[src/hdl/lrsp_pkg.sv]
// Shared types and record tag constants for the layout record stream parser.
// No dependencies.
package lrsp_pkg;

    localparam logic [15:0] TAG_STRNAME  = 16'h0606;
    localparam logic [15:0] TAG_ENDSTR   = 16'h0700;
    localparam logic [15:0] TAG_BOUNDARY = 16'h0800;
    localparam logic [15:0] TAG_SREF     = 16'h0A00;
    localparam logic [15:0] TAG_SNAME    = 16'h1206;
    localparam logic [15:0] TAG_LAYER    = 16'h0D02;
    localparam logic [15:0] TAG_PATH     = 16'h0900;
    localparam logic [15:0] TAG_PATHTYPE = 16'h2102;
    localparam logic [15:0] TAG_WIDTH    = 16'h0F03;
    localparam logic [15:0] TAG_XY       = 16'h1003;
    localparam logic [15:0] TAG_BOX      = 16'h2D00;

    typedef enum logic [2:0] {
        EV_POLY_VERTEX = 3'd0,
        EV_PATH_VERTEX = 3'd1,
        EV_REF_PLACE   = 3'd2,
        EV_STR_CHAR    = 3'd3,
        EV_REF_CHAR    = 3'd4,
        EV_STR_END     = 3'd5,
        EV_EMPTY_ELEM  = 3'd6
    } t_event_kind;

    typedef enum logic [1:0] {
        ELEM_NONE    = 2'd0,
        ELEM_POLYGON = 2'd1,
        ELEM_PATH    = 2'd2,
        ELEM_REF     = 2'd3
    } t_elem_kind;

    typedef struct packed {
        t_event_kind        event_kind;
        logic               inside_structure;
        logic [7:0]         layer_number;
        logic [7:0]         path_kind;
        logic signed [31:0] path_width;
        logic signed [31:0] coord_x;
        logic signed [31:0] coord_y;
        logic [7:0]         name_char;
        logic               run_last;
    } t_event;

endpackage

[src/hdl/lrsp_if.sv]
// Valid/ready channels of the layout record stream parser: byte input, event output.
// Depends on lrsp_pkg.
interface lrsp_byte_if;
    logic       valid;
    logic       ready;
    logic [7:0] stream_byte;
    logic       end_of_file;

    modport source (output valid, output stream_byte, output end_of_file, input ready);
    modport sink   (input valid, input stream_byte, input end_of_file, output ready);
endinterface

interface lrsp_event_if;
    import lrsp_pkg::*;

    logic               valid;
    logic               ready;
    t_event_kind        event_kind;
    logic               inside_structure;
    logic [7:0]         layer_number;
    logic [7:0]         path_kind;
    logic signed [31:0] path_width;
    logic signed [31:0] coord_x;
    logic signed [31:0] coord_y;
    logic [7:0]         name_char;
    logic               run_last;

    modport source (
        output valid, output event_kind, output inside_structure, output layer_number,
        output path_kind, output path_width, output coord_x, output coord_y,
        output name_char, output run_last, input ready
    );
    modport sink (
        input valid, input event_kind, input inside_structure, input layer_number,
        input path_kind, input path_width, input coord_x, input coord_y,
        input name_char, input run_last, output ready
    );
endinterface

[src/hdl/layout_record_stream_parser_unit.sv]
// Layout record stream parser: one file byte per request, at most one event each.
// Events enter the output register, or the skid stage while that register is full.
// One byte per cycle while the skid stage is empty; the output register plus a
// one-entry skid stage keep i_stream.ready high while one event waits downstream.
// Reset (synchronous, i_rst_n low) clears all parse state and both output valid flags;
// a byte with end_of_file set returns the parser to its reset state after that byte.
module layout_record_stream_parser_unit (
    input  logic          i_clk,
    input  logic          i_rst_n,
    lrsp_byte_if.sink     i_stream,
    lrsp_event_if.source  o_event
);
    import lrsp_pkg::*;

    logic [31:0] r_window,   n_window;
    logic [2:0]  r_fill,     n_fill;
    logic [15:0] r_left,     n_left;
    logic [15:0] r_tag,      n_tag;
    logic        r_in_str,   n_in_str;
    t_elem_kind  r_elem,     n_elem;
    logic [7:0]  r_layer,    n_layer;
    logic [7:0]  r_ptype,    n_ptype;
    logic [31:0] r_width,    n_width;
    logic [63:0] r_pair,     n_pair;
    logic [2:0]  r_pcnt,     n_pcnt;
    logic [12:0] r_pairs,    n_pairs;

    t_event      r_out, r_skid, n_ev;
    logic        r_out_valid, r_skid_valid, n_has;

    logic        accept, take;
    logic [31:0] w;
    logic [15:0] len;
    logic [1:0]  slide;
    logic [2:0]  keep;
    logic        last;
    logic [2:0]  idx;
    logic        is_path;

    assign i_stream.ready = !r_skid_valid;
    assign accept = i_stream.valid && !r_skid_valid;
    assign take   = r_out_valid && o_event.ready;

    always_comb begin
        n_window = r_window;
        n_fill   = r_fill;
        n_left   = r_left;
        n_tag    = r_tag;
        n_in_str = r_in_str;
        n_elem   = r_elem;
        n_layer  = r_layer;
        n_ptype  = r_ptype;
        n_width  = r_width;
        n_pair   = r_pair;
        n_pcnt   = r_pcnt;
        n_pairs  = r_pairs;
        n_ev     = '0;
        n_has    = 1'b0;
        w        = {r_window[23:0], i_stream.stream_byte};
        len      = w[31:16];
        slide    = (len[1:0] == 2'd0) ? 2'd1 : len[1:0];
        keep     = 3'd4 - {1'b0, slide};
        last     = 1'b0;
        idx      = r_pcnt;
        is_path  = 1'b0;

        if (r_fill != 3'd4) begin
            n_window = w;
            n_fill   = 3'(r_fill + 3'd1);
            if (n_fill == 3'd4) begin
                if (len < 16'd4) begin
                    n_fill = keep;
                    case (keep)
                        3'd3:    n_window = {8'h00, w[23:0]};
                        3'd2:    n_window = {16'h0000, w[15:0]};
                        default: n_window = {24'h000000, w[7:0]};
                    endcase
                end else begin
                    n_tag    = w[15:0];
                    n_left   = len - 16'd4;
                    n_pcnt   = 3'd0;
                    n_window = '0;
                    // record start
                    if (n_elem != ELEM_NONE) begin
                        if (n_tag == TAG_WIDTH && n_elem == ELEM_PATH) begin
                            n_width = '0;
                        end
                        if (n_tag == TAG_XY) begin
                            if (n_left[15:3] == 13'd0) begin
                                is_path = (n_elem == ELEM_PATH);
                                n_has = 1'b1;
                                n_ev.event_kind       = EV_EMPTY_ELEM;
                                n_ev.inside_structure = n_in_str;
                                n_ev.layer_number     = (n_elem == ELEM_REF) ? 8'h00 : n_layer;
                                n_ev.path_kind        = is_path ? n_ptype : 8'h00;
                                n_ev.path_width       = is_path ? n_width : 32'h0;
                                n_ev.run_last         = 1'b1;
                                n_elem  = ELEM_NONE;
                                n_pairs = '0;
                            end else begin
                                n_pairs = (n_elem == ELEM_REF) ? 13'd1 : n_left[15:3];
                            end
                        end
                    end else begin
                        case (n_tag)
                            TAG_ENDSTR: begin
                                if (n_in_str) begin
                                    n_in_str = 1'b0;
                                    n_has = 1'b1;
                                    n_ev.event_kind       = EV_STR_END;
                                    n_ev.inside_structure = 1'b1;
                                    n_ev.run_last         = 1'b1;
                                end
                            end
                            TAG_BOUNDARY: n_elem = ELEM_POLYGON;
                            TAG_BOX:      n_elem = n_in_str ? ELEM_POLYGON : ELEM_NONE;
                            TAG_PATH:     n_elem = ELEM_PATH;
                            TAG_SREF:     n_elem = ELEM_REF;
                            default:      n_elem = ELEM_NONE;
                        endcase
                        if (n_elem != ELEM_NONE) begin
                            n_layer = '0;
                            n_ptype = '0;
                            n_width = '0;
                        end
                    end
                end
            end
        end else begin
            n_left = r_left - 16'd1;
            last   = (n_left == 16'd0);
            if (r_tag == TAG_XY) begin
                if (r_elem != ELEM_NONE && r_pairs != 13'd0) begin
                    n_pair = {r_pair[55:0], i_stream.stream_byte};
                    if (r_pcnt == 3'd7) begin
                        is_path = (r_elem == ELEM_PATH);
                        n_pcnt  = 3'd0;
                        n_pairs = r_pairs - 13'd1;
                        n_has   = 1'b1;
                        case (r_elem)
                            ELEM_POLYGON: n_ev.event_kind = EV_POLY_VERTEX;
                            ELEM_PATH:    n_ev.event_kind = EV_PATH_VERTEX;
                            default:      n_ev.event_kind = EV_REF_PLACE;
                        endcase
                        n_ev.inside_structure = r_in_str;
                        n_ev.layer_number     = (r_elem == ELEM_REF) ? 8'h00 : r_layer;
                        n_ev.path_kind        = is_path ? r_ptype : 8'h00;
                        n_ev.path_width       = is_path ? r_width : 32'h0;
                        n_ev.coord_x          = n_pair[63:32];
                        n_ev.coord_y          = n_pair[31:0];
                        n_ev.run_last         = (n_pairs == 13'd0);
                    end else begin
                        n_pcnt = 3'(r_pcnt + 3'd1);
                    end
                end
            end else begin
                if (r_elem != ELEM_NONE) begin
                    if (r_tag == TAG_LAYER && r_elem != ELEM_REF && idx == 3'd1) begin
                        n_layer = i_stream.stream_byte;
                    end else if (r_tag == TAG_PATHTYPE && r_elem == ELEM_PATH
                                 && idx == 3'd1) begin
                        n_ptype = i_stream.stream_byte;
                    end else if (r_tag == TAG_WIDTH && r_elem == ELEM_PATH
                                 && idx < 3'd4) begin
                        n_width = {r_width[23:0], i_stream.stream_byte};
                    end else if (r_tag == TAG_SNAME && r_elem == ELEM_REF) begin
                        n_has = 1'b1;
                        n_ev.event_kind       = EV_REF_CHAR;
                        n_ev.inside_structure = r_in_str;
                        n_ev.name_char        = i_stream.stream_byte;
                        n_ev.run_last         = last;
                    end
                end else if (r_tag == TAG_STRNAME && !r_in_str) begin
                    n_has = 1'b1;
                    n_ev.event_kind       = EV_STR_CHAR;
                    n_ev.inside_structure = 1'b1;
                    n_ev.name_char        = i_stream.stream_byte;
                    n_ev.run_last         = last;
                end
                if (r_pcnt != 3'd7) begin
                    n_pcnt = 3'(r_pcnt + 3'd1);
                end
            end
        end

        // record end
        if (n_fill == 3'd4 && n_left == 16'd0) begin
            if (n_tag == TAG_STRNAME && n_elem == ELEM_NONE && !n_in_str) begin
                n_in_str = 1'b1;
            end
            if (n_tag == TAG_XY && n_elem != ELEM_NONE) begin
                n_elem  = ELEM_NONE;
                n_pairs = '0;
            end
            n_pcnt = 3'd0;
            n_fill = 3'd0;
        end

        if (i_stream.end_of_file) begin
            n_window = '0;
            n_fill   = '0;
            n_left   = '0;
            n_tag    = '0;
            n_in_str = 1'b0;
            n_elem   = ELEM_NONE;
            n_layer  = '0;
            n_ptype  = '0;
            n_width  = '0;
            n_pair   = '0;
            n_pcnt   = '0;
            n_pairs  = '0;
        end
    end

    always_ff @(posedge i_clk) begin
        if (!i_rst_n) begin
            r_window     <= '0;
            r_fill       <= '0;
            r_left       <= '0;
            r_tag        <= '0;
            r_in_str     <= 1'b0;
            r_elem       <= ELEM_NONE;
            r_layer      <= '0;
            r_ptype      <= '0;
            r_width      <= '0;
            r_pair       <= '0;
            r_pcnt       <= '0;
            r_pairs      <= '0;
            r_out_valid  <= 1'b0;
            r_skid_valid <= 1'b0;
        end else begin
            if (accept) begin
                r_window <= n_window;
                r_fill   <= n_fill;
                r_left   <= n_left;
                r_tag    <= n_tag;
                r_in_str <= n_in_str;
                r_elem   <= n_elem;
                r_layer  <= n_layer;
                r_ptype  <= n_ptype;
                r_width  <= n_width;
                r_pair   <= n_pair;
                r_pcnt   <= n_pcnt;
                r_pairs  <= n_pairs;
            end
            if (r_skid_valid) begin
                if (take) begin
                    r_out        <= r_skid;
                    r_skid_valid <= 1'b0;
                end
            end else if (accept && n_has) begin
                if (!r_out_valid || take) begin
                    r_out       <= n_ev;
                    r_out_valid <= 1'b1;
                end else begin
                    r_skid       <= n_ev;
                    r_skid_valid <= 1'b1;
                end
            end else if (take) begin
                r_out_valid <= 1'b0;
            end
        end
    end

    assign o_event.valid            = r_out_valid;
    assign o_event.event_kind       = r_out.event_kind;
    assign o_event.inside_structure = r_out.inside_structure;
    assign o_event.layer_number     = r_out.layer_number;
    assign o_event.path_kind        = r_out.path_kind;
    assign o_event.path_width       = r_out.path_width;
    assign o_event.coord_x          = r_out.coord_x;
    assign o_event.coord_y          = r_out.coord_y;
    assign o_event.name_char        = r_out.name_char;
    assign o_event.run_last         = r_out.run_last;

endmodule

[src/flat_wrapper.sv]
// flat-port wrapper written by rule: the top's interface ports become plain ports
module layout_record_stream_parser_unit_flat import lrsp_pkg::*;
  (i_clk, i_rst_n, i_stream_valid, i_stream_stream_byte, i_stream_end_of_file, i_stream_ready, o_event_valid, o_event_event_kind, o_event_inside_structure, o_event_layer_number, o_event_path_kind, o_event_path_width, o_event_coord_x, o_event_coord_y, o_event_name_char, o_event_run_last, o_event_ready);
  lrsp_byte_if i_stream_i ();
  lrsp_event_if o_event_i ();
  input  logic i_clk;
  input  logic i_rst_n;
  input wire logic [$bits(i_stream_i.valid)-1:0] i_stream_valid;
  input wire logic [$bits(i_stream_i.stream_byte)-1:0] i_stream_stream_byte;
  input wire logic [$bits(i_stream_i.end_of_file)-1:0] i_stream_end_of_file;
  output wire logic [$bits(i_stream_i.ready)-1:0] i_stream_ready;
  output wire logic [$bits(o_event_i.valid)-1:0] o_event_valid;
  output wire logic [$bits(o_event_i.event_kind)-1:0] o_event_event_kind;
  output wire logic [$bits(o_event_i.inside_structure)-1:0] o_event_inside_structure;
  output wire logic [$bits(o_event_i.layer_number)-1:0] o_event_layer_number;
  output wire logic [$bits(o_event_i.path_kind)-1:0] o_event_path_kind;
  output wire logic [$bits(o_event_i.path_width)-1:0] o_event_path_width;
  output wire logic [$bits(o_event_i.coord_x)-1:0] o_event_coord_x;
  output wire logic [$bits(o_event_i.coord_y)-1:0] o_event_coord_y;
  output wire logic [$bits(o_event_i.name_char)-1:0] o_event_name_char;
  output wire logic [$bits(o_event_i.run_last)-1:0] o_event_run_last;
  input wire logic [$bits(o_event_i.ready)-1:0] o_event_ready;
  assign i_stream_i.valid = i_stream_valid;
  assign i_stream_i.stream_byte = i_stream_stream_byte;
  assign i_stream_i.end_of_file = i_stream_end_of_file;
  assign i_stream_ready = i_stream_i.ready;
  assign o_event_valid = o_event_i.valid;
  assign o_event_event_kind = o_event_i.event_kind;
  assign o_event_inside_structure = o_event_i.inside_structure;
  assign o_event_layer_number = o_event_i.layer_number;
  assign o_event_path_kind = o_event_i.path_kind;
  assign o_event_path_width = o_event_i.path_width;
  assign o_event_coord_x = o_event_i.coord_x;
  assign o_event_coord_y = o_event_i.coord_y;
  assign o_event_name_char = o_event_i.name_char;
  assign o_event_run_last = o_event_i.run_last;
  assign o_event_i.ready = o_event_ready;
  layout_record_stream_parser_unit u_core (.i_clk(i_clk), .i_rst_n(i_rst_n), .i_stream(i_stream_i), .o_event(o_event_i));
endmodule
[config.mk]
export PLATFORM = sky130hd
export DESIGN_NAME = layout_record_stream_parser_unit_flat
export DESIGN_NICKNAME = d
export VERILOG_FILES = /design/src/hdl/lrsp_pkg.sv /design/src/hdl/lrsp_if.sv /design/src/hdl/layout_record_stream_parser_unit.sv /design/src/flat_wrapper.sv
export SDC_FILE = /design/constraint.sdc
export NUM_CORES = 1
export LEC_CHECK = 0
export ABC_AREA = 1
export BUFFER_PORTS_ARGS = -buffer_cell sky130_fd_sc_hd__buf_2
export CORE_AREA = 3 3 184 186
export DETAILED_ROUTE_END_ITERATION = 6
export DIE_AREA = 0 0 187 189
export HOLD_SLACK_MARGIN = 0.08
export PLACE_DENSITY = 0.82
export SYNTH_ARGS = -nofsm -noshare
export SYNTH_HDL_FRONTEND = slang
export SYNTH_SLANG_ARGS = --single-unit
[constraint.sdc]
create_clock -name i_clk -period 17.9 [get_ports i_clk]
set_clock_uncertainty 0.15 [all_clocks]
set_input_delay 1.79 -clock i_clk [delete_from_list [all_inputs] [get_ports i_clk]]
set_output_delay 1.79 -clock i_clk [all_outputs]
set_load 0.01 [all_outputs]
==> impl_metrics.py <==
metrics = {
    "clock_tree": {
        "post_cts_resized": 0,
        "cts_hold_buf": 0,
        "insertion_delay_ns": 0.56,
        "cts_max_level": 2,
        "cts-root-buf": "clkbuf_16",
        "cts.sinks": 434,
        "clockBufferDepth": 3,
        "cts_tree": "done",
        "cts_setup_buffers": 0,
        "clkTransAtPathRegs_ns": 0.06,
        "cts_buffers": 44,
    },
    "synth": {
        "syn_nets": 2421,
        "synth.area.mux_share": 0.02067,
        "synth_edf_count": 250,
        "ys_async_sr_fraction": 0,
        "yosys-top-cells-area": "edfxtp_1 37%, dfxtp_1 18%, nor2_1 8.4%",
        "synth_area_mm2": 0.02034,
        "yosysTopAreaCell": "edfxtp_1",
        "synthCells": 2393,
        "synth_seq_cells": 434,
        "yosysSeqAreaShare": 0.5501,
        "synth_top_family_by_area": "simple AND/OR/NAND/NOR gates",
        "synthAdderAreaFrac": 0.009226,
        "ys.flop_type": "edfxtp_1",
        "synthSimpleGateAreaFrac": 0.2279,
        "postSynthAreaPerCell_um2": 8.501,
        "synth_compound_area_frac": 0.1080,
        "synthXorXnorAreaFrac": 0.008181,
        "yosys_warnings": 0,
        "ys_types": 50,
        "synth.top_cell.area_share": 0.3690,
    },
    "setup_path": {
        "cp_cell_sequence": "buf_2 -> inv_1 -> nand4_1 -> nor4_1 -> nand2_1 -> nor3_2 -> nand3_1 -> nand2_1 -> inv_1 -> nand3_1 -> nand2_1 -> a21oi_4 -> buf_4 -> buf_4",
        "worst_r2r_endpoint": "u_core.o_event.coord_x[12]",
        "rrSetupSlack_ns": 12.64,
        "slowest_delay_ns": 0.70,
        "r2r_start": "u_core.r_elem[0]",
        "arrival_ns": 5.86,
        "critPathCaptureType": "register",
        "setup.worst_path.class": "in -> reg",
        "worst-r2r-cell-count": 12,
        "start_kind": "input pin",
        "cpMostUsedCell": "nand2_1",
        "cp_max_fo": 64,
        "worstPathRequired_ns": 17.93,
        "cpMaxStageDelayCell": "buf_4",
    },
    "placed_design": {
        "hpwl_um": 34540,
        "port-buffer-count": 139,
        "routabilityCongestion": 0.9366,
        "dpl-instance-area_mm2": 0.02124,
    },
    "route": {
        "wl_um": 52840,
        "first_pass_iters": 7,
        "drc_errors": 0,
        "vias": 17240,
        "vias_per_cell": 5.845,
        "dr.first_iter.drc_count": 2030,
        "postRouteAntennaNets": 0,
        "avgRoutedWirePerCell_um": 17.92,
    },
    "power_and_ir_drop": {
        "cell_internal_pwr_w": 0.001581,
        "pwr-share-clk": 0.447,
        "comb_power_share": 0.030,
        "p_leak_nw": 8.662,
        "finalPower_w": 0.002018,
        "switching_share": 0.2166,
        "irDropWorstVdd_mv": 0.1083,
        "p_seq_frac": 0.523,
        "p_per_area_mw_per_mm2": 89.04,
        "p_switching_w": 0.0004372,
    },
    "finish": {
        "multi_input_area_mm2": 0.007649,
        "finalNetCount": 2499,
        "layout-drive-gt1-share": 0.1169,
        "fillCellCount": 2550,
        "fin_area_mm2": 0.02267,
        "layout_common_cells": "451 x nor2_1, 375 x nand2_1, 250 x inv_1, 250 x edfxtp_1, 183 x dfxtp_1",
        "area_growth_pct": 11.43,
        "final_common_cell": "nor2_1",
        "ff_latch_area_mm2": 0.01119,
    },
    "timing": {
        "fmax_mhz": 171.4,
        "drv_slew": 0,
        "post-route-period-util": 0.3259,
        "setup_violations": 0,
        "setup_tns_ns": 0,
        "period_minus_slack_ns": 5.833,
        "relSlewSlack": 0.1374,
        "rsz0062_at_grt": "no",
        "hold_viol": 0,
        "tightest_slew_ns": 1.291,
    },
    "floorplan": {
        "ios": 140,
        "start_util": 0.6268,
        "core_mm2": 0.03245,
        "rows": 66,
        "die_area_mm2": 0.03534,
        "fp.dieW_um": 187,
        "die_h_um": 189,
    },
    "grt": {
        "grt_first_pass_wirelength_um": 84210,
        "overflow": 0,
        "use_met2": 0.4808,
        "gr-usage-met3": 0.03962,
        "grt_pass1_vias": 16040,
        "grt_max_degree": 70,
        "use_met1": 0.4028,
        "grt.busiest_layer": "met2",
        "grt_use_total": 0.2905,
        "antenna_found_initial": 2,
    },
    "min_path": {
        "hold_depth": 2,
        "hold_end": "u_core.r_window[19]",
        "worstHoldStart": "u_core.r_window[11]",
        "min_path_type": "reg -> reg",
    },
    "flow_run": {
        "timing.max_cap.violations": 0,
    },
    "run_status": {
        "run_status": "complete, no violations",
    },
}
==> power groups by stage <==
stage	sequential (W)	combinational [W]	clock, W
global route	0.00106	0.0000664	0.000949
CTS	0.00106	0.0000593	0.000909
global placement	0.00108	0.0000574	0
detailed placement	0.00108	0.0000589	0
floorplan	0.00108	0.0000415	0
finish	0.00106	0.0000609	0.000902
==> final cells by class <==
type	instances	area share
flip-flops and latches	434	0.4939
multi-input cells	1568	0.3374
clock buffers	64	0.05503
inverters	265	0.04427
repair buffers	158	0.03698
well taps	442	0.02440
clock inverters	17	0.007894
diodes	1	0.0001104
==> metal layers <==
layer  wire length, µm  part of all wire
met1             21750              0.41
met2             24930              0.47
met3              4635             0.088
met4              1532             0.029
met5                 0                 0
==> how the worst max path moves through the flow <==
stage	from	endpoint	slack [ns]	cells after the start
final	i_stream_stream_byte[5]	u_core.o_event.coord_x[12]	12.07	14
after global routing	i_stream_stream_byte[6]	u_core.o_event.name_char[3]	11.75	14
after CTS	i_stream_stream_byte[6]	u_core.o_event.coord_x[2]	12.12	14
after detailed placement	i_stream_stream_byte[6]	u_core.o_event.coord_x[12]	11.56	14
after global placement	i_stream_stream_byte[5]	u_core.o_event.coord_x[12]	11.72	14
after floorplan	i_stream_stream_byte[6]	u_core.o_event.coord_x[0]	8.03	11
==> sequential cells by signal, indices dropped and copies added, names as in the netlist, 16 cells and up <==
signal / flops
u_core.r_width: 32
u_core.r_window: 24
u_core.r_skid: 125
u_core.r_tag: 16
u_core.r_pair: 56
u_core.r_left: 16
u_core.o_event.coord_x: 32
u_core.o_event.coord_y: 32
u_core.o_event.path_width: 32
==> metrics by stage <==
stage | setup WS [ns] | instances | utilization | hold WS (ns)
global placement | 11.72 | 2867 | 0.6544 | 0.3019
detailed placement | 11.56 | 2867 | 0.6544 | 0.3108
CTS | 12.12 | 2948 | 0.6984 | 0.3151
finish | 12.07 | 2949 | 0.6984 | 0.3135
floorplan | 8.026 | 2393 | - | 0.2807
global route | 11.75 | 2949 | 0.6984 | 0.3308
==> synth_stat cells (12+ instances only) <==
library cell / count
a21oi_1: 173
buf_1: 17
buf_2: 21
clkbuf_1: 81
dfxtp_1: 184
edfxtp_1: 250
ha_1: 15
inv_1: 251
mux2i_1: 33
nand2_1: 375
nand3_1: 182
nand4_1: 20
nor2_1: 454
nor3_1: 23
o21ai_0: 89
o21ai_1: 12
o22ai_1: 79
xor2_1: 17
==> critical path: cells and delay by family <==
family	cells	cell delay, ns
AO/OA/AOI/OAI	1	0.15
AND/OR/NAND/NOR	8	2.02
buffers and inverters	5	1.81
==> cell families after synthesis <==
kind of cell,count (synthesis)
adders and majority gates,15
and+or+nand+nor,1101
buffers and inverters,391
xor gates and xnor gates,19
DFF,434
muxes,41
AOI/OAI and AO/OA,392
Note: power is estimated with default switching activity, not from simulation.
